--- config.mk ---
export PLATFORM = sky130hd
export DESIGN_NAME = rpn_ctrl
export DESIGN_NICKNAME = d
export VERILOG_FILES = /design/src/rtl/rpn_pkg.sv /design/src/rtl/rpn_ctrl.sv
export SDC_FILE = /design/constraint.sdc
export NUM_CORES = 1
export LEC_CHECK = 0
export ABC_AREA = 1
export BUFFER_PORTS_ARGS = -buffer_cell sky130_fd_sc_hd__buf_2
export CAP_MARGIN = 10
export CORE_MARGIN = 2
export CORE_UTILIZATION = 44
export DETAILED_ROUTE_END_ITERATION = 10
export PLACE_DENSITY = 0.79
export RECOVER_POWER = 25
export SLEW_MARGIN = 20
export SYNTH_ARGS = -nofsm -noshare
export SYNTH_HDL_FRONTEND = slang
export SYNTH_SLANG_ARGS = --single-unit
--- constraint.sdc ---
create_clock -name clk -period 1.2 [get_ports clk]
set_input_delay 0.18 -clock clk [delete_from_list [all_inputs] [get_ports clk]]
set_output_delay 0.18 -clock clk [all_outputs]
set_load 0.01 [all_outputs]
--- src/rtl/rpn_pkg.sv ---
// Shared types, constants and index helpers for the RPN stack calculator.
// No dependencies; every other file of the block imports this package.
`default_nettype none

package rpn_pkg;

    // Stack geometry
    localparam int STACK_DEPTH = 16;
    localparam int IDX_W       = (STACK_DEPTH > 1) ? $clog2(STACK_DEPTH) : 1;
    localparam int CNT_W       = $clog2(STACK_DEPTH + 1);

    // Field widths
    localparam int KIND_W = 3;
    localparam int DATA_W = 32;

    // Token kinds
    localparam logic [KIND_W-1:0] KIND_NUMBER    = 3'd0;
    localparam logic [KIND_W-1:0] KIND_ADD       = 3'd1;
    localparam logic [KIND_W-1:0] KIND_MUL       = 3'd2;
    localparam logic [KIND_W-1:0] KIND_EQUALS    = 3'd3;
    localparam logic [KIND_W-1:0] KIND_MALFORMED = 3'd4;

    // Result kinds
    localparam logic RES_TOP = 1'b0;
    localparam logic RES_ERR = 1'b1;

    // Phase counter values
    localparam logic [2:0] PHASE_MAX  = 3'd4;
    localparam logic [2:0] PHASE_OP   = 3'd3;
    localparam logic [2:0] PHASE_SHOW = 3'd1;

    // Q16.16 saturation limits and rounding offset
    localparam logic signed [DATA_W-1:0] Q_MAX = 32'sh7FFF_FFFF;
    localparam logic signed [DATA_W-1:0] Q_MIN = 32'sh8000_0000;
    localparam logic signed [63:0]       Q_HALF = 64'sd32768;

    typedef enum logic [3:0] {
        S_IDLE,
        S_PUSH,
        S_RD_R,
        S_RD_L,
        S_CAP_L,
        S_MUL,
        S_CALC,
        S_PUSH_RES,
        S_RD_TOP,
        S_EMIT_TOP,
        S_EMIT_ERR
    } state_t;

    // Controller to datapath
    typedef struct packed {
        logic latch;      // capture the accepted token
        logic push_num;   // push the latched operand
        logic push_res;   // drop up to two entries, push the result
        logic rd_en;      // read the stack memory
        logic rd_below;   // read one below the top instead of the top
        logic cap_r;      // capture right operand
        logic cap_l;      // capture left operand
        logic mul;        // register the raw product
        logic calc;       // register the saturated result
        logic emit_top;   // load output with the top value
        logic emit_err;   // load output with an error
    } ctrl_cmd_t;

    // Datapath to controller
    typedef struct packed {
        logic out_free;   // output register can take a beat
    } dp_status_t;

    // Step a stack slot down, wrapping at zero
    function automatic logic [IDX_W-1:0] idx_dec(input logic [IDX_W-1:0] idx);
        logic [IDX_W-1:0] r;
        if (idx == '0)
            r = IDX_W'(STACK_DEPTH - 1);
        else
            r = idx - IDX_W'(1);
        return r;
    endfunction

    // Step a stack slot up, wrapping at the depth
    function automatic logic [IDX_W-1:0] idx_inc(input logic [IDX_W-1:0] idx);
        logic [IDX_W-1:0] r;
        if (idx == IDX_W'(STACK_DEPTH - 1))
            r = '0;
        else
            r = idx + IDX_W'(1);
        return r;
    endfunction

endpackage

`default_nettype wire

--- src/rtl/rpn_ctrl.sv ---
// Controller state machine: token decode, phase counter, datapath sequencing.
// Depends on rpn_pkg.
`default_nettype none

module rpn_ctrl
    import rpn_pkg::*;
(
    input  wire logic              clk,
    input  wire logic              rst_n,
    input  wire logic              in_valid,
    input  wire logic [KIND_W-1:0] in_type,
    output logic                   in_ready,
    input  wire dp_status_t        status,
    output ctrl_cmd_t              cmd
);

    state_t     state_reg, state_next;
    logic [2:0] phase_reg, phase_next;
    logic [2:0] phase_inc;
    logic       accept;

    assign accept    = in_valid && (state_reg == S_IDLE);
    assign phase_inc = (phase_reg == PHASE_MAX) ? phase_reg : phase_reg + 3'd1;

    // Hold state and phase
    always_ff @(posedge clk or negedge rst_n)
    begin
        if (!rst_n)
        begin
            state_reg <= S_IDLE;
            phase_reg <= '0;
        end
        else
        begin
            state_reg <= state_next;
            phase_reg <= phase_next;
        end
    end

    // Update the phase on each accepted token
    always_comb
    begin
        phase_next = phase_reg;
        if (accept)
        begin
            case (in_type) inside
                KIND_NUMBER:
                    phase_next = phase_inc;
                KIND_ADD, KIND_MUL:
                    phase_next = (phase_inc == PHASE_OP) ? PHASE_SHOW : 3'd0;
                KIND_EQUALS:
                    phase_next = (phase_reg == PHASE_SHOW) ? 3'd0 : phase_reg;
                default:
                    phase_next = 3'd0;
            endcase
        end
    end

    // Next state
    always_comb
    begin
        state_next = state_reg;
        unique case (state_reg)
            S_IDLE:
            begin
                if (in_valid)
                begin
                    case (in_type) inside
                        KIND_NUMBER:
                            state_next = S_PUSH;
                        KIND_ADD, KIND_MUL:
                            state_next = (phase_inc == PHASE_OP) ? S_RD_R : S_IDLE;
                        KIND_EQUALS:
                            state_next = (phase_reg == PHASE_SHOW) ? S_RD_TOP : S_EMIT_ERR;
                        default:
                            state_next = S_EMIT_ERR;
                    endcase
                end
            end
            S_PUSH:     state_next = S_IDLE;
            S_RD_R:     state_next = S_RD_L;
            S_RD_L:     state_next = S_CAP_L;
            S_CAP_L:    state_next = S_MUL;
            S_MUL:      state_next = S_CALC;
            S_CALC:     state_next = S_PUSH_RES;
            S_PUSH_RES: state_next = S_IDLE;
            S_RD_TOP:   state_next = S_EMIT_TOP;
            S_EMIT_TOP: state_next = status.out_free ? S_IDLE : S_EMIT_TOP;
            S_EMIT_ERR: state_next = status.out_free ? S_IDLE : S_EMIT_ERR;
            default:    state_next = S_IDLE;
        endcase
    end

    // Commands per state
    always_comb
    begin
        cmd      = '0;
        in_ready = 1'b0;
        unique case (state_reg)
            S_IDLE:
            begin
                in_ready  = 1'b1;
                cmd.latch = in_valid;
            end
            S_PUSH:
                cmd.push_num = 1'b1;
            S_RD_R:
                cmd.rd_en = 1'b1;
            S_RD_L:
            begin
                cmd.cap_r    = 1'b1;
                cmd.rd_en    = 1'b1;
                cmd.rd_below = 1'b1;
            end
            S_CAP_L:
                cmd.cap_l = 1'b1;
            S_MUL:
                cmd.mul = 1'b1;
            S_CALC:
                cmd.calc = 1'b1;
            S_PUSH_RES:
                cmd.push_res = 1'b1;
            S_RD_TOP:
                cmd.rd_en = 1'b1;
            S_EMIT_TOP:
                cmd.emit_top = status.out_free;
            S_EMIT_ERR:
                cmd.emit_err = status.out_free;
            default:
                cmd = '0;
        endcase
    end

endmodule

`default_nettype wire

; Word-level counts from Yosys, hierarchy flattened
; Cells that the tools add are included.
[word_totals]
n_memories = 0
out_inout_bits = 12
latch_bits = 0
register_bits = 7
elab_cells = 53
input_bits = 7
ram_bits = 0
romBits = 0
[classes]
reduce_logical = 6
n_lt_le_gt_ge = 0
mul = 0
div = 0
shift = 0
n_eq_ne = 18
mux = 26
n_addsub = 1
bitwise = 0
[ops]
columns = op, count
row1 = $pmux 4 s9, 1
row2 = $mux 4, 5
row3 = $eq 4x3->1 const B, 4
row4 = $mux 3, 5
row5 = $eq 4x4->1 const B, 3
row6 = $mux 1, 11
row7 = $eq 3x2->1 const B, 3
row8 = $eq 4x2->1 const B, 2
row9 = $mux 2, 4
row10 = $eq 3x1->1 const B, 2
row11 = $eq 4x1->1 const B, 1
row12 = $logic_not 4->1, 1
row13 = $ne 4x1->1 const B, 1
row14 = $add 3x1->3 const B, 1
row15 = $eq 3x3->1 const B, 1
row16 = $logic_not 3->1, 1
row17 = $reduce_or 3->1, 1
row18 = $ne 2x2->1 const B, 1
row19 = $reduce_and 2->1, 1
row20 = $reduce_or 2->1, 1
row21 = $logic_and 1x1->1, 1

; Longest topological paths before layout
[depth]
ltp_word = 8
mapped_depth = 8
mapped_depth_nobuf = 8

; Worst setup path before layout
; No wires, ideal clock.
[synth_timing]
kind = flip-flop to flip-flop
startpoint = register phase_reg[0]
endpoint = register state_reg[1]
n_path_buf = 0
setup_ns = 0.077
stages_incl_launch_ff = 8
synth_period_minus_slack_ns = 1.233
required_ns = 1.123
t_arrival_ns = 1.155
setup_slack_ns = -0.033
path_cell_list = dfrtp_1 > inv_1 > ha_1 > nand2_1 > nand2_1 > nor2_1 > nand4_1 > a21oi_1
[synth_between]
elab_chain_cells = 8
word_cells_on_any_way = 12
cone_classes = add/sub (1) / eq/ne (3) / mux (8)
[synth_rtl]
columns = item, line
row1 = start: declaration, rpn_ctrl.sv:18  ; logic [2:0] phase_reg, phase_next;
row2 = start signal: assignment, rpn_ctrl.sv:36  ; phase_reg <= phase_next;
row3 = $add 3x1->3 / $eq 3x3->1 (equally long branches), rpn_ctrl.sv:23  ; assign phase_inc = (phase_reg == PHASE_MAX) ? phase_reg : phase_reg + 3'd1;
row4 = $mux 3, rpn_ctrl.sv:23
row5 = $eq 3x2->1, rpn_ctrl.sv:72  ; state_next = (phase_inc == PHASE_OP) ? S_RD_R : S_IDLE;
row6 = $mux 2, rpn_ctrl.sv:72
row7 = $mux 4 (*) (2 in series), rpn_ctrl.sv:68  ; case (in_type) inside
row8 = $mux 4 (*), rpn_ctrl.sv:66  ; if (in_valid)
row9 = $pmux 4 s9 (*), rpn_ctrl.sv:63  ; unique case (state_reg)
row10 = end signal: assignment, rpn_ctrl.sv:35  ; state_reg <= state_next;
row11 = end: declaration, rpn_ctrl.sv:17  ; state_t state_reg, state_next;
; Mark *: on every way between the ends. The rest lies on a longest branch, timed or not. The select of a mux whose other input is x is not followed.
; A chain may end at the register's enable or synchronous reset.

==> results.yml <==
run_status:
  status: "finished with violations"
  violations: "setup timing"
global_route:
  gr-usage-met1_pct: 21.6
  top_usage_layer: "met2"
  grt_use_met2_pct: 40.9
  grt_pass1_vias: 710
  grt_max_degree: 8
  grt_pass1_wl_mm: 2.90
  grt_use_met3_pct: 2.17
  grt_overflow: 0
  grtUsageTotal_pct: 21.7
  antenna_found_initial: 0
yosys:
  yosysSeqAreaShare_pct: 28.2
  netlist_area_um2: 622
  synth_fp_nets: 105
  synth-seq-cells: 7
  synthCells: 95
  avgSynthCellArea_um2: 6.55
  synth.distinct_cells: 21
  yosys_warnings: 0
worst_setup_path:
  worstPathRequired_ns: 1.02
  r2r_start: "phase_reg[0]"
  crit_start: "state_reg[1]"
  worst_ep_arrival_time_ns: 1.29
  timing.setup.critical_path_class: "reg -> out"
  end_kind: "output pin"
  r2r.worst_path.cells: 7
  cp_max_fo: 3
  critPathLaunchType: "flop"
cts:
  cts.root.buffer_cell: "clkbuf_4"
  cts_tree: "done"
  cts-buffers-inserted: 3
  cts-htree-levels: 1
  clock_path_buffers: 2
  cts_sinks: 7
  clk_pin_slew_ns: 0.06
  clk_latency_ns: 0.26
power:
  p_leak_nw: 0.503
  vdd_ir_drop_max_v: 0.00161
  powerDensity_nw_per_um2: 2630
sta:
  worst_slack_ns: -0.266
  fmax_mhz: 682
  post-route-period-util_pct: 122
  min_period_ns: 1.47
  setup_viol: 17
  tightest_slew_ns: 0.417
  final-hold-violation-count: 0
  rsz0062_at_grt: "yes"
  fin_setup_tns_ns: -2.60
  clock_skew_ns: 0.00583
  slew_headroom_pct: 72.2
  drv_slew: 0
  hold-worst-slack_ns: 0.223
detailed_routing:
  drt_wl_total_mm: 2.02
  wl_per_cell_um: 13.9
  first_pass_iters: 4
  vias: 776
  drc: 0
  via_per_inst: 5.35
  ant_nets: 0
  drt_iter0_markers: 17
floorplan:
  ioPinCount: 19
  die-area_um2: 1730
  start_util_pct: 47.2
  die_w_um: 41.6
  die_y_um: 41.6
  coreArea_um2: 1320
  fp-row-count: 13
finish:
  largest_reg_flops: 4
  area_delta_synth_final_pct: 68.0
  stdcell_area_um2: 1040
  utilization_pct: 79.3
  nets: 141
  diodes: 0
  drive_gt1_share_pct: 63.1
  fillerInstances: 82
job:
  drv_cap: 0
place:
  placed_cell_area_um2: 766
  io_buffers: 18
  dpl.hpwl_mm: 1.26
  place.gp.congestion: 0.889
hold_path:
  hold_path_class: "in -> reg"
  holdPathStages: 3
  hp-start: "in_valid"
## final timing paths
path / end / slack, ns
max: cmd[7] / -0.27
min: state_reg[1] / 0.22
max reg2reg: state_reg[1] / -0.08
min reg2reg: state_reg[2] / 0.62
max in group asynchronous: state_reg[2] / 0.52
min in group asynchronous: state_reg[1] / 0.36
## metal layers
layer | part of all wire (%) | wire length (um) | vias up
li1 | - | - | 377
met4 | 3.5 | 70 | 0
met5 | 0 | 0 | -
met3 | 3.8 | 77 | 9
met1 | 35 | 708 | 356
met2 | 58 | 1160 | 34
## power by group
| group | switching (mW) | total, mW | internal (mW) |
|---|---|---|---|
| Sequential | 0.159 | 0.501 | 0.342 |
| Clock | 0.107 | 0.230 | 0.123 |
| Combinational | 1.10 | 2.01 | 0.916 |
## area by class of cell
cell class | instances | area, um^2 | share of cell area, %
repair buffers | 33 | 231 | 22.2
flip-flops and latches | 7 | 179 | 17.1
well taps | 15 | 18.8 | 1.80
inverters | 14 | 55.1 | 5.27
clock inverters | 1 | 5.00 | 0.479
clock buffers | 3 | 22.5 | 2.16
multi-input cells | 72 | 533 | 51.0
## cells in the mapped netlist
cell type / n / share of area, %
nor2_1: 19 / 11
nand2_1: 16 / 9.7
inv_1: 12 / 7.2
nand3_1: 9 / 7.2
dfrtp_1: 7 / 28
o21ai_0: 5 / 4.0
a21oi_1: 3 / 2.4
ha_1: 3 / 6.0
nor2_2: 3 / 3.0
buf_4: 2 / 2.4
nand2_2: 2 / 2.0
nand4_1: 2 / 2.0
nor2_4: 2 / 3.6
nor3_1: 2 / 1.6
nor4_1: 2 / 2.0
a21oi_2: 1 / 1.4
a31oi_1: 1 / 1.0
inv_2: 1 / 0.60
inv_4: 1 / 1.0
nand2_4: 1 / 1.8
o211ai_1: 1 / 1.2
## cell usage in the layout (no fill, tap or decap), types with 6 or more instances in the layout
master,synthesis,routed
inv_1,12,7
nand3_1,9,6
nor2_2,3,11
inv_2,1,6
nand2_1,16,9
buf_4,2,10
nand2_2,2,6
nor2_1,19,8
buf_6,0,6
buf_2,0,15
## worst max-delay path, stage by stage (launching register included)
cell and delay (ns):
dfrtp_1 0.41, nor2_2 0.20, buf_4 0.15, nand2_1 0.05, o21ai_0 0.07, buf_2 0.15
## through the flow
stage | instances | power [mW] | setup WS, ns
global route | 145 | 2.93 | -0.334
finish | 145 | 2.74 | -0.266
CTS | 139 | 2.25 | -0.236
global placement | 132 | 1.66 | -0.102
detailed placement | 132 | 1.70 | -0.115
floorplan | 95 | 1.29 | 0.00457
## repair_timing
item | 4_1_cts | 5_1_grt
resized for setup | 26 | 26
buffers inserted | 2 | 6
pin swaps | 13 | 15
endpoints found under the hold margin | 7 | 0
hold buffers | 1 | 0
setup endpoints to repair | 17 | 18
## kinds of logic (layout without fill, tap and decap cells)
kind of cell,after synthesis,in the layout,share of synthesized area (%)
adder cells (fa/ha/maj),3,3,6.04
AO/OA/AOI/OAI,11,11,10.1
buffers and inverters,16,51,11.3
AND/OR/NAND/NOR,58,58,44.5
flip-flops,7,7,28.2
No activity file was read; power rests on OpenSTA's default activity.
