--- config.mk ---
export PLATFORM = sky130hd
export DESIGN_NAME = rpn_dp
export DESIGN_NICKNAME = d
export VERILOG_FILES = /design/src/rtl/rpn_pkg.sv /design/src/rtl/rpn_dp.sv
export SDC_FILE = /design/constraint.sdc
export NUM_CORES = 2
export LEC_CHECK = 0
export BUFFER_PORTS_ARGS = -buffer_cell sky130_fd_sc_hd__clkbuf_2
export CORE_AREA = 2 2 395 319
export DETAILED_ROUTE_END_ITERATION = 16
export DIE_AREA = 0 0 397 321
export PLACE_DENSITY = 0.69
export SLEW_MARGIN = 20
export SYNTH_ARGS = -nofsm -noshare
export SYNTH_HDL_FRONTEND = slang
export SYNTH_SLANG_ARGS = --single-unit
--- constraint.sdc ---
create_clock -name clk -period 9.73 [get_ports clk]
set_input_delay 1.4595 -clock clk [delete_from_list [all_inputs] [get_ports clk]]
set_output_delay 1.4595 -clock clk [all_outputs]
set_load 0.05 [all_outputs]
--- src/rtl/rpn_pkg.sv ---
// Shared types, constants and index helpers for the RPN stack calculator.
// No dependencies; every other file of the block imports this package.
`default_nettype none

package rpn_pkg;

    // Stack geometry
    localparam int STACK_DEPTH = 16;
    localparam int IDX_W       = (STACK_DEPTH > 1) ? $clog2(STACK_DEPTH) : 1;
    localparam int CNT_W       = $clog2(STACK_DEPTH + 1);

    // Field widths
    localparam int KIND_W = 3;
    localparam int DATA_W = 32;

    // Token kinds
    localparam logic [KIND_W-1:0] KIND_NUMBER    = 3'd0;
    localparam logic [KIND_W-1:0] KIND_ADD       = 3'd1;
    localparam logic [KIND_W-1:0] KIND_MUL       = 3'd2;
    localparam logic [KIND_W-1:0] KIND_EQUALS    = 3'd3;
    localparam logic [KIND_W-1:0] KIND_MALFORMED = 3'd4;

    // Result kinds
    localparam logic RES_TOP = 1'b0;
    localparam logic RES_ERR = 1'b1;

    // Phase counter values
    localparam logic [2:0] PHASE_MAX  = 3'd4;
    localparam logic [2:0] PHASE_OP   = 3'd3;
    localparam logic [2:0] PHASE_SHOW = 3'd1;

    // Q16.16 saturation limits and rounding offset
    localparam logic signed [DATA_W-1:0] Q_MAX = 32'sh7FFF_FFFF;
    localparam logic signed [DATA_W-1:0] Q_MIN = 32'sh8000_0000;
    localparam logic signed [63:0]       Q_HALF = 64'sd32768;

    typedef enum logic [3:0] {
        S_IDLE,
        S_PUSH,
        S_RD_R,
        S_RD_L,
        S_CAP_L,
        S_MUL,
        S_CALC,
        S_PUSH_RES,
        S_RD_TOP,
        S_EMIT_TOP,
        S_EMIT_ERR
    } state_t;

    // Controller to datapath
    typedef struct packed {
        logic latch;      // capture the accepted token
        logic push_num;   // push the latched operand
        logic push_res;   // drop up to two entries, push the result
        logic rd_en;      // read the stack memory
        logic rd_below;   // read one below the top instead of the top
        logic cap_r;      // capture right operand
        logic cap_l;      // capture left operand
        logic mul;        // register the raw product
        logic calc;       // register the saturated result
        logic emit_top;   // load output with the top value
        logic emit_err;   // load output with an error
    } ctrl_cmd_t;

    // Datapath to controller
    typedef struct packed {
        logic out_free;   // output register can take a beat
    } dp_status_t;

    // Step a stack slot down, wrapping at zero
    function automatic logic [IDX_W-1:0] idx_dec(input logic [IDX_W-1:0] idx);
        logic [IDX_W-1:0] r;
        if (idx == '0)
            r = IDX_W'(STACK_DEPTH - 1);
        else
            r = idx - IDX_W'(1);
        return r;
    endfunction

    // Step a stack slot up, wrapping at the depth
    function automatic logic [IDX_W-1:0] idx_inc(input logic [IDX_W-1:0] idx);
        logic [IDX_W-1:0] r;
        if (idx == IDX_W'(STACK_DEPTH - 1))
            r = '0;
        else
            r = idx + IDX_W'(1);
        return r;
    endfunction

endpackage

`default_nettype wire

--- src/rtl/rpn_dp.sv ---
// Datapath: stack memory with top pointer and count, operand registers,
// Q16.16 saturating add and multiply, and the output register. Depends on rpn_pkg.
`default_nettype none

module rpn_dp
    import rpn_pkg::*;
(
    input  wire logic                     clk,
    input  wire logic                     rst_n,
    input  wire logic [KIND_W-1:0]        in_type,
    input  wire logic signed [DATA_W-1:0] in_value,
    input  wire ctrl_cmd_t                cmd,
    output dp_status_t                    status,
    output logic                          out_valid,
    input  wire logic                     out_ready,
    output logic                          out_kind,
    output logic signed [DATA_W-1:0]      out_value
);

    logic [DATA_W-1:0]        mem [STACK_DEPTH];

    logic [IDX_W-1:0]         top_reg, top_next;
    logic [CNT_W-1:0]         count_reg, count_next;
    logic                     out_valid_reg;

    logic [KIND_W-1:0]        type_reg;
    logic signed [DATA_W-1:0] operand_reg;
    logic [DATA_W-1:0]        rd_data_reg;
    logic signed [DATA_W-1:0] r_reg, l_reg;
    logic signed [63:0]       prod_reg;
    logic signed [DATA_W-1:0] res_reg;
    logic                     out_kind_reg;
    logic signed [DATA_W-1:0] out_value_reg;

    logic [IDX_W-1:0]         below;
    logic [IDX_W-1:0]         pop_base;
    logic [IDX_W-1:0]         wr_idx;
    logic [DATA_W-1:0]        wr_data;
    logic                     wr_en;
    logic [IDX_W-1:0]         rd_addr;
    logic                     has_one, has_two;
    logic signed [DATA_W:0]   sum;
    logic signed [DATA_W-1:0] sum_sat;
    logic signed [63:0]       prod_rnd;
    logic signed [DATA_W-1:0] mul_sat;

    assign below   = idx_dec(top_reg);
    assign has_one = (count_reg != '0);
    assign has_two = (count_reg >= CNT_W'(2));

    // Slot left on top after the operator pops up to two entries
    always_comb
    begin
        if (!has_one)
            pop_base = top_reg;
        else if (!has_two)
            pop_base = below;
        else
            pop_base = idx_dec(below);
    end

    // Push target, data and pointer/count update
    always_comb
    begin
        wr_en      = cmd.push_num || cmd.push_res;
        wr_idx     = cmd.push_res ? idx_inc(pop_base) : idx_inc(top_reg);
        wr_data    = cmd.push_res ? res_reg : operand_reg;
        top_next   = top_reg;
        count_next = count_reg;
        if (cmd.push_num)
        begin
            top_next = wr_idx;
            if (count_reg != CNT_W'(STACK_DEPTH))
                count_next = count_reg + CNT_W'(1);
        end
        else if (cmd.push_res)
        begin
            top_next   = wr_idx;
            count_next = (has_two ? count_reg - CNT_W'(2) : '0) + CNT_W'(1);
        end
    end

    assign rd_addr = cmd.rd_below ? below : top_reg;

    // Hold pointer, count and output valid
    always_ff @(posedge clk or negedge rst_n)
    begin
        if (!rst_n)
        begin
            top_reg       <= '0;
            count_reg     <= '0;
            out_valid_reg <= 1'b0;
        end
        else
        begin
            top_reg   <= top_next;
            count_reg <= count_next;
            if (cmd.emit_top || cmd.emit_err)
                out_valid_reg <= 1'b1;
            else if (out_ready)
                out_valid_reg <= 1'b0;
        end
    end

    // Stack memory: one write port, one registered read port
    always_ff @(posedge clk)
    begin
        if (wr_en)
            mem[wr_idx] <= wr_data;
        if (cmd.rd_en)
            rd_data_reg <= mem[rd_addr];
    end

    // Saturating add
    always_comb
    begin
        sum = {l_reg[DATA_W-1], l_reg} + {r_reg[DATA_W-1], r_reg};
        if (sum[DATA_W] != sum[DATA_W-1])
            sum_sat = sum[DATA_W] ? Q_MIN : Q_MAX;
        else
            sum_sat = sum[DATA_W-1:0];
    end

    // Round product to nearest (ties up), drop 16 fraction bits, saturate
    always_comb
    begin
        prod_rnd = (prod_reg + Q_HALF) >>> 16;
        if (prod_rnd[63:DATA_W-1] == '0 || prod_rnd[63:DATA_W-1] == '1)
            mul_sat = prod_rnd[DATA_W-1:0];
        else
            mul_sat = prod_rnd[63] ? Q_MIN : Q_MAX;
    end

    // Operand, arithmetic and output payload registers
    always_ff @(posedge clk)
    begin
        if (cmd.latch)
        begin
            type_reg    <= in_type;
            operand_reg <= in_value;
        end
        if (cmd.cap_r)
            r_reg <= has_one ? rd_data_reg : '0;
        if (cmd.cap_l)
            l_reg <= has_two ? rd_data_reg : '0;
        if (cmd.mul)
            prod_reg <= l_reg * r_reg;
        if (cmd.calc)
            res_reg <= (type_reg == KIND_ADD) ? sum_sat : mul_sat;
        if (cmd.emit_top)
        begin
            out_kind_reg  <= RES_TOP;
            out_value_reg <= has_one ? rd_data_reg : '0;
        end
        else if (cmd.emit_err)
        begin
            out_kind_reg  <= RES_ERR;
            out_value_reg <= '0;
        end
    end

    assign status.out_free = !out_valid_reg || out_ready;
    assign out_valid       = out_valid_reg;
    assign out_kind        = out_kind_reg;
    assign out_value       = out_value_reg;

endmodule

`default_nettype wire

-- After elaboration in Yosys (flattened, before gate mapping)
Memories as Yosys holds them, arrays and structs flattened. A register that Yosys moved wholly into a read port is not among the register bits.
Cells that the tools add are included.
- register bits: 238
- output and inout bits: 35
- bits of input ports: 49
- logic and storage cells: 70
- memories: 1
- memory bits (writable): 512
- reductions and logical operators: 13
- add/subtract/negate cells: 9
- multiply operators: 1
- equality and inequality tests: 7
- muxes and demuxes: 27
- magnitude comparators: 1
- memory list (name ; words ; bits a word ; read ports ; clocked after memory_dff ; write ports ; RTL line ; RTL):
    mem ; 16 ; 32 ; 1 ; 1 ; 1 ; rpn_dp.sv:20 ; logic [DATA_W-1:0] mem [STACK_DEPTH];
- operator list (kind ; count):
    2-to-1 mux 32 bit ; 9
    adder 64 x 17 -> 64 bit (second input constant) ; 1
    multiplier 32 x 32 -> 64 bit ; 1
    2-to-1 mux 4 bit ; 10
    adder 32 x 32 -> 33 bit ; 1
    == test 33 bit (second input constant) ; 1
    logical NOT 33 bit ; 1
    2-to-1 mux 5 bit ; 4
    adder 5 x 1 -> 5 bit (second input constant) ; 2
    adder 4 x 1 -> 4 bit (second input constant) ; 2
    == test 4 bit (second input constant) ; 2
    logical NOT 4 bit ; 2
    subtractor 4 x 1 -> 4 bit (second input constant) ; 2
    nonzero test 2 bit ; 3
    >= comparator 5 x 2 -> 1 bit (second input constant) ; 1
    inequality test 5 bit (second input constant) ; 1
    nonzero test 5 bit ; 1
    subtractor 5 x 2 -> 5 bit (second input constant) ; 1
    logical OR 1 bit ; 4
    2-to-1 mux 1 bit ; 4
    == test 3 x 1 -> 1 bit (second input constant) ; 1
    inequality test 2 x 1 -> 1 bit (second input constant) ; 1
    AND reduction 2 bit ; 1
    logical NOT 1 bit ; 1
    inequality test 1 bit ; 1

-- Longest topological paths before layout
- depth after elaboration: 11
- depth in mapped cells: 30
- depth with buffers taken out: 29

-- Least setup slack after synthesis
No wires, ideal clock.
- kind: reg-to-reg
- start point: register l_reg[31]
- end point: register prod_reg[63] (data pin)
- arrival: 8.164 ns
- library setup time: 0.260 ns
- clock period less this slack: 8.424 ns
- required time: 9.470 ns
- buffers on the path: 1
- cell stages (with the launch flop): 27
- slack: 1.306 ns
- cells stage by stage: edfxtp_1 clkbuf_1 nand2_1 inv_1 fa_1 fa_1 fa_1 inv_1 fa_1 inv_1 fa_1 fa_1 inv_1 fa_1 fa_1 inv_1 ha_1 a21o_1 a21o_1 a21oi_1 o21ai_0 a221o_1 a21oi_1 o22ai_1 or4_1 a31oi_1 xnor2_1
- longest elaborated chain between the ends: 1
- RTL lines (element ; RTL line ; RTL):
    start, declared ; rpn_dp.sv:29 ; logic signed [DATA_W-1:0] r_reg, l_reg;
    start signal, assigned ; rpn_dp.sv:145 ; l_reg <= has_two ? rd_data_reg : '0;
    multiplier 32 x 32 -> 64 bit ; rpn_dp.sv:147 ; prod_reg <= l_reg * r_reg;
    end signal, assigned ; rpn_dp.sv:147 ;
    end, declared ; rpn_dp.sv:30 ; logic signed [63:0] prod_reg;
Every way passes these cells.
A chain may end at the register's enable or synchronous reset.

-- Final worst setup path
- start point: register r_reg[5]
- end point: register prod_reg[63] (data pin)
- longest elaborated chain between the ends: 1
- RTL lines (element ; RTL line ; RTL):
    start, declared ; rpn_dp.sv:29 ;
    start signal, assigned ; rpn_dp.sv:143 ; r_reg <= has_one ? rd_data_reg : '0;
    multiplier 32 x 32 -> 64 bit ; rpn_dp.sv:147 ;
Every way passes these cells.

==> flow_summary.toml <==
[timing]
max_freq_mhz = 109
timing.final.ws_setup_ns = 0.546
worstMarginPinSlew_ns = 1.17
final.min_clock_period_ns = 9.18
slew_headroom_pct = 21.7
rsz0062_at_grt = "false"
fin_tns_setup_ns = 0
period_share_pct = 94.4
hold_viol_final = 0
fin_skew_ns = 0.0449
final-setup-viol-count = 0
drv_slew = 0

[clocking]
cts_setup_buffers = 0
cts-root-buf = "clkbuf_16"
cts_resized = 0
cts_tree = "built"
cts.clk_slew.worst_paths_ns = 0.06
cts_inserted_buffers = 77
cts_max_level = 3
cts_buffer_depth = 3
hold_buffers = 0
clock-sinks = 767
clk_latency_ns = 0.65

[outcome]
status = "finished, final reports clean"

[yosys]
yosysTopAreaCell = "edfxtp_1"
netlist_top_cells_area = "edfxtp_1, fa_1, inv_1"
yosysWarnings = 0
synth_top_family_by_area = "adder cells"
ys_seq_area_share_pct = 34.0
yosysTopAreaCellShare_pct = 33.6
yosysUniqueCellTypes = 82
synth-edff-count = 756
synth-main-ff-cell = "edfxtp_1"
netlist_area_mm2 = 0.0676
yosys.area_share.simple_pct = 11.7
ys_ff_latch = 767
synth-xor-area-share_pct = 1.67
synthAdderAreaFrac_pct = 36.2
async_reset_ff_share_pct = 1.30
syn_area_per_cell_um2 = 12.0
synthMuxAreaShare_pct = 5.00
synth-compound-area-share_pct = 4.04
syn_inst = 5636
synth_nets = 6991

[setup_path]
crit_start = "r_reg[5]$_DFFE_PP_"
cp-end-kind = "flip-flop"
max_stage_delay_ns = 0.95
worst-path-buf-inv = 7
reg2reg_from = "r_reg[5]$_DFFE_PP_"
critPathTopFamily = "adder cells"
cp.arrival_ns = 9.54
crit_top_cell = "fa_1"
worstSetupPathType = "reg -> reg"
cp_slowest_cell = "edfxtp_1"
start_kind = "flip-flop"
worst_ep_required_time_ns = 10.09
critPathMaxFanout = 25

[routing]
dr.first_iter.drc_count = 4003
firstDrtPassIters = 6
drc = 0
via_count = 42100
viasPerCell = 5.71
wl_per_cell_um = 23.7
drtAntennaViolNets = 0
wl_mm = 174

[worst_hold_path]
hold_class = "reg -> reg"
hold_path.startpoint = "out_kind$_SDFFE_PP0P_"

[place]
pre_cts_slack_ns = 0.682
portBuffers = 83
gp_congestion = 0.919
post-dp-hpwl_mm = 131
place_area_mm2 = 0.0702

[grt]
grtUsageTotal_pct = 28.3
antenna_found_initial = 9
grt_max_degree = 129
grt_pass1_vias = 44500
grt_pass1_wl_mm = 270
grt_remaining_overflow = 0

[layout]
largest_register_ffs = 512
final_common_cell = "fa_1"
area_growth_pct = 7.55
final_cell_mix = "fa_1, inv_1, edfxtp_1"
stdcell_area_mm2 = 0.0727
fin_util_pct = 58.7
drive_gt1_share_pct = 10.6
nets = 7011

[die]
initial_core_util_pct = 54.6
rows = 116
pin_count = 84
dieArea_mm2 = 0.127
die-height_um = 321
die_width_um = 397
core_area_mm2 = 0.124

[flow_run]
max-cap-violations = 0
worst reg2reg max path, stage by stage (launching register included):
cell and delay, ns:
edfxtp_1 0.95, nand2_1 0.29, inv_1 0.15, fa_1 0.40, inv_1 0.25, fa_1 0.47, inv_1 0.24, fa_1 0.51
inv_1 0.09, fa_1 0.41, buf_4 0.18, inv_1 0.06, buf_4 0.25, fa_1 0.50, fa_1 0.57, fa_1 0.43
fa_1 0.47, ha_1 0.35, a21o_1 0.20, a21o_1 0.17, a21oi_1 0.24, o21ai_0 0.19, a221o_1 0.36, a21oi_1 0.21
o22ai_1 0.18, or4_1 0.47, a31oi_1 0.22, xnor2_1 0.08
final cells by class:
| cell class | instances | area [um2] |
|---|---|---|
| fillers | 9893 | 51100 |
| multi-input cells | 3550 | 39800 |
| flip-flops and latches | 767 | 23000 |
| inverters | 1037 | 3890 |
| well taps | 1652 | 2070 |
| clock buffers | 94 | 2010 |
| repair buffers | 223 | 1530 |
| clock inverters | 41 | 408 |
| diodes | 4 | 10.0 |
metrics by stage:
step	hold slack [ns]	instances
floorplan	0.524	5636
finish	0.476	7368
global placement	0.456	7227
detailed placement	0.468	7228
global route	0.531	7364
CTS	0.483	7363
logic make-up after synthesis:
kind of cell    count (synthesis)
buf+inv                      1319
mux                           172
compound gates                411
simple gates                 1532
flops                         767
xor+xnor                      129
fa+ha+maj                    1306
layer usage:
| metal | global-route usage, % | vias up | wire length (um) |
|---|---|---|---|
| li1 | - | 18000 | - |
| met1 | 40.8 | 21900 | 72300 |
| met4 | 8.05 | 10 | 5270 |
| met3 | 8.09 | 281 | 19300 |
| met2 | 42.4 | 1955 | 77400 |
| met5 | 0 | - | 59 |
cell usage after synthesis (all sizes together) (10+ instances only):
master and count:
xnor2 83, a211oi 38, a31oi 58, nor2b 39, o21a 11, xor2 46, a21o 56, nor2 94
clkbuf 251, mux4 128, nand3 41, nand2b 24, nor3 12, and2 562, nor4 11, fa 1082
nand4 25, dfrtp 10, and4 10, inv 1037, nand2 638, mux2i 11, a21oi 144, and3 45
mux2 33, o21ai 46, edfxtp 756, buf 30, ha 224
final timing paths:
| check | end | cells past startpoint | slack (ns) |
|---|---|---|---|
| worst max-delay path | prod_reg[63]$_DFFE_PP_ | 27 | 0.55 |
| worst min-delay path | out_kind$_SDFFE_PP0P_ | 2 | 0.48 |
| worst max register to register | prod_reg[63]$_DFFE_PP_ | 27 | 0.55 |
| worst min register to register | out_kind$_SDFFE_PP0P_ | 2 | 0.48 |
| max in group asynchronous | count_reg[4]$_DFFE_PN0P_ | 1 | 8.78 |
| min in group asynchronous | count_reg[2]$_DFFE_PN0P_ | 1 | 0.70 |
Power is not shown: default switching activity piles up to over one toggle a cycle in this logic, so the estimate is an artifact.
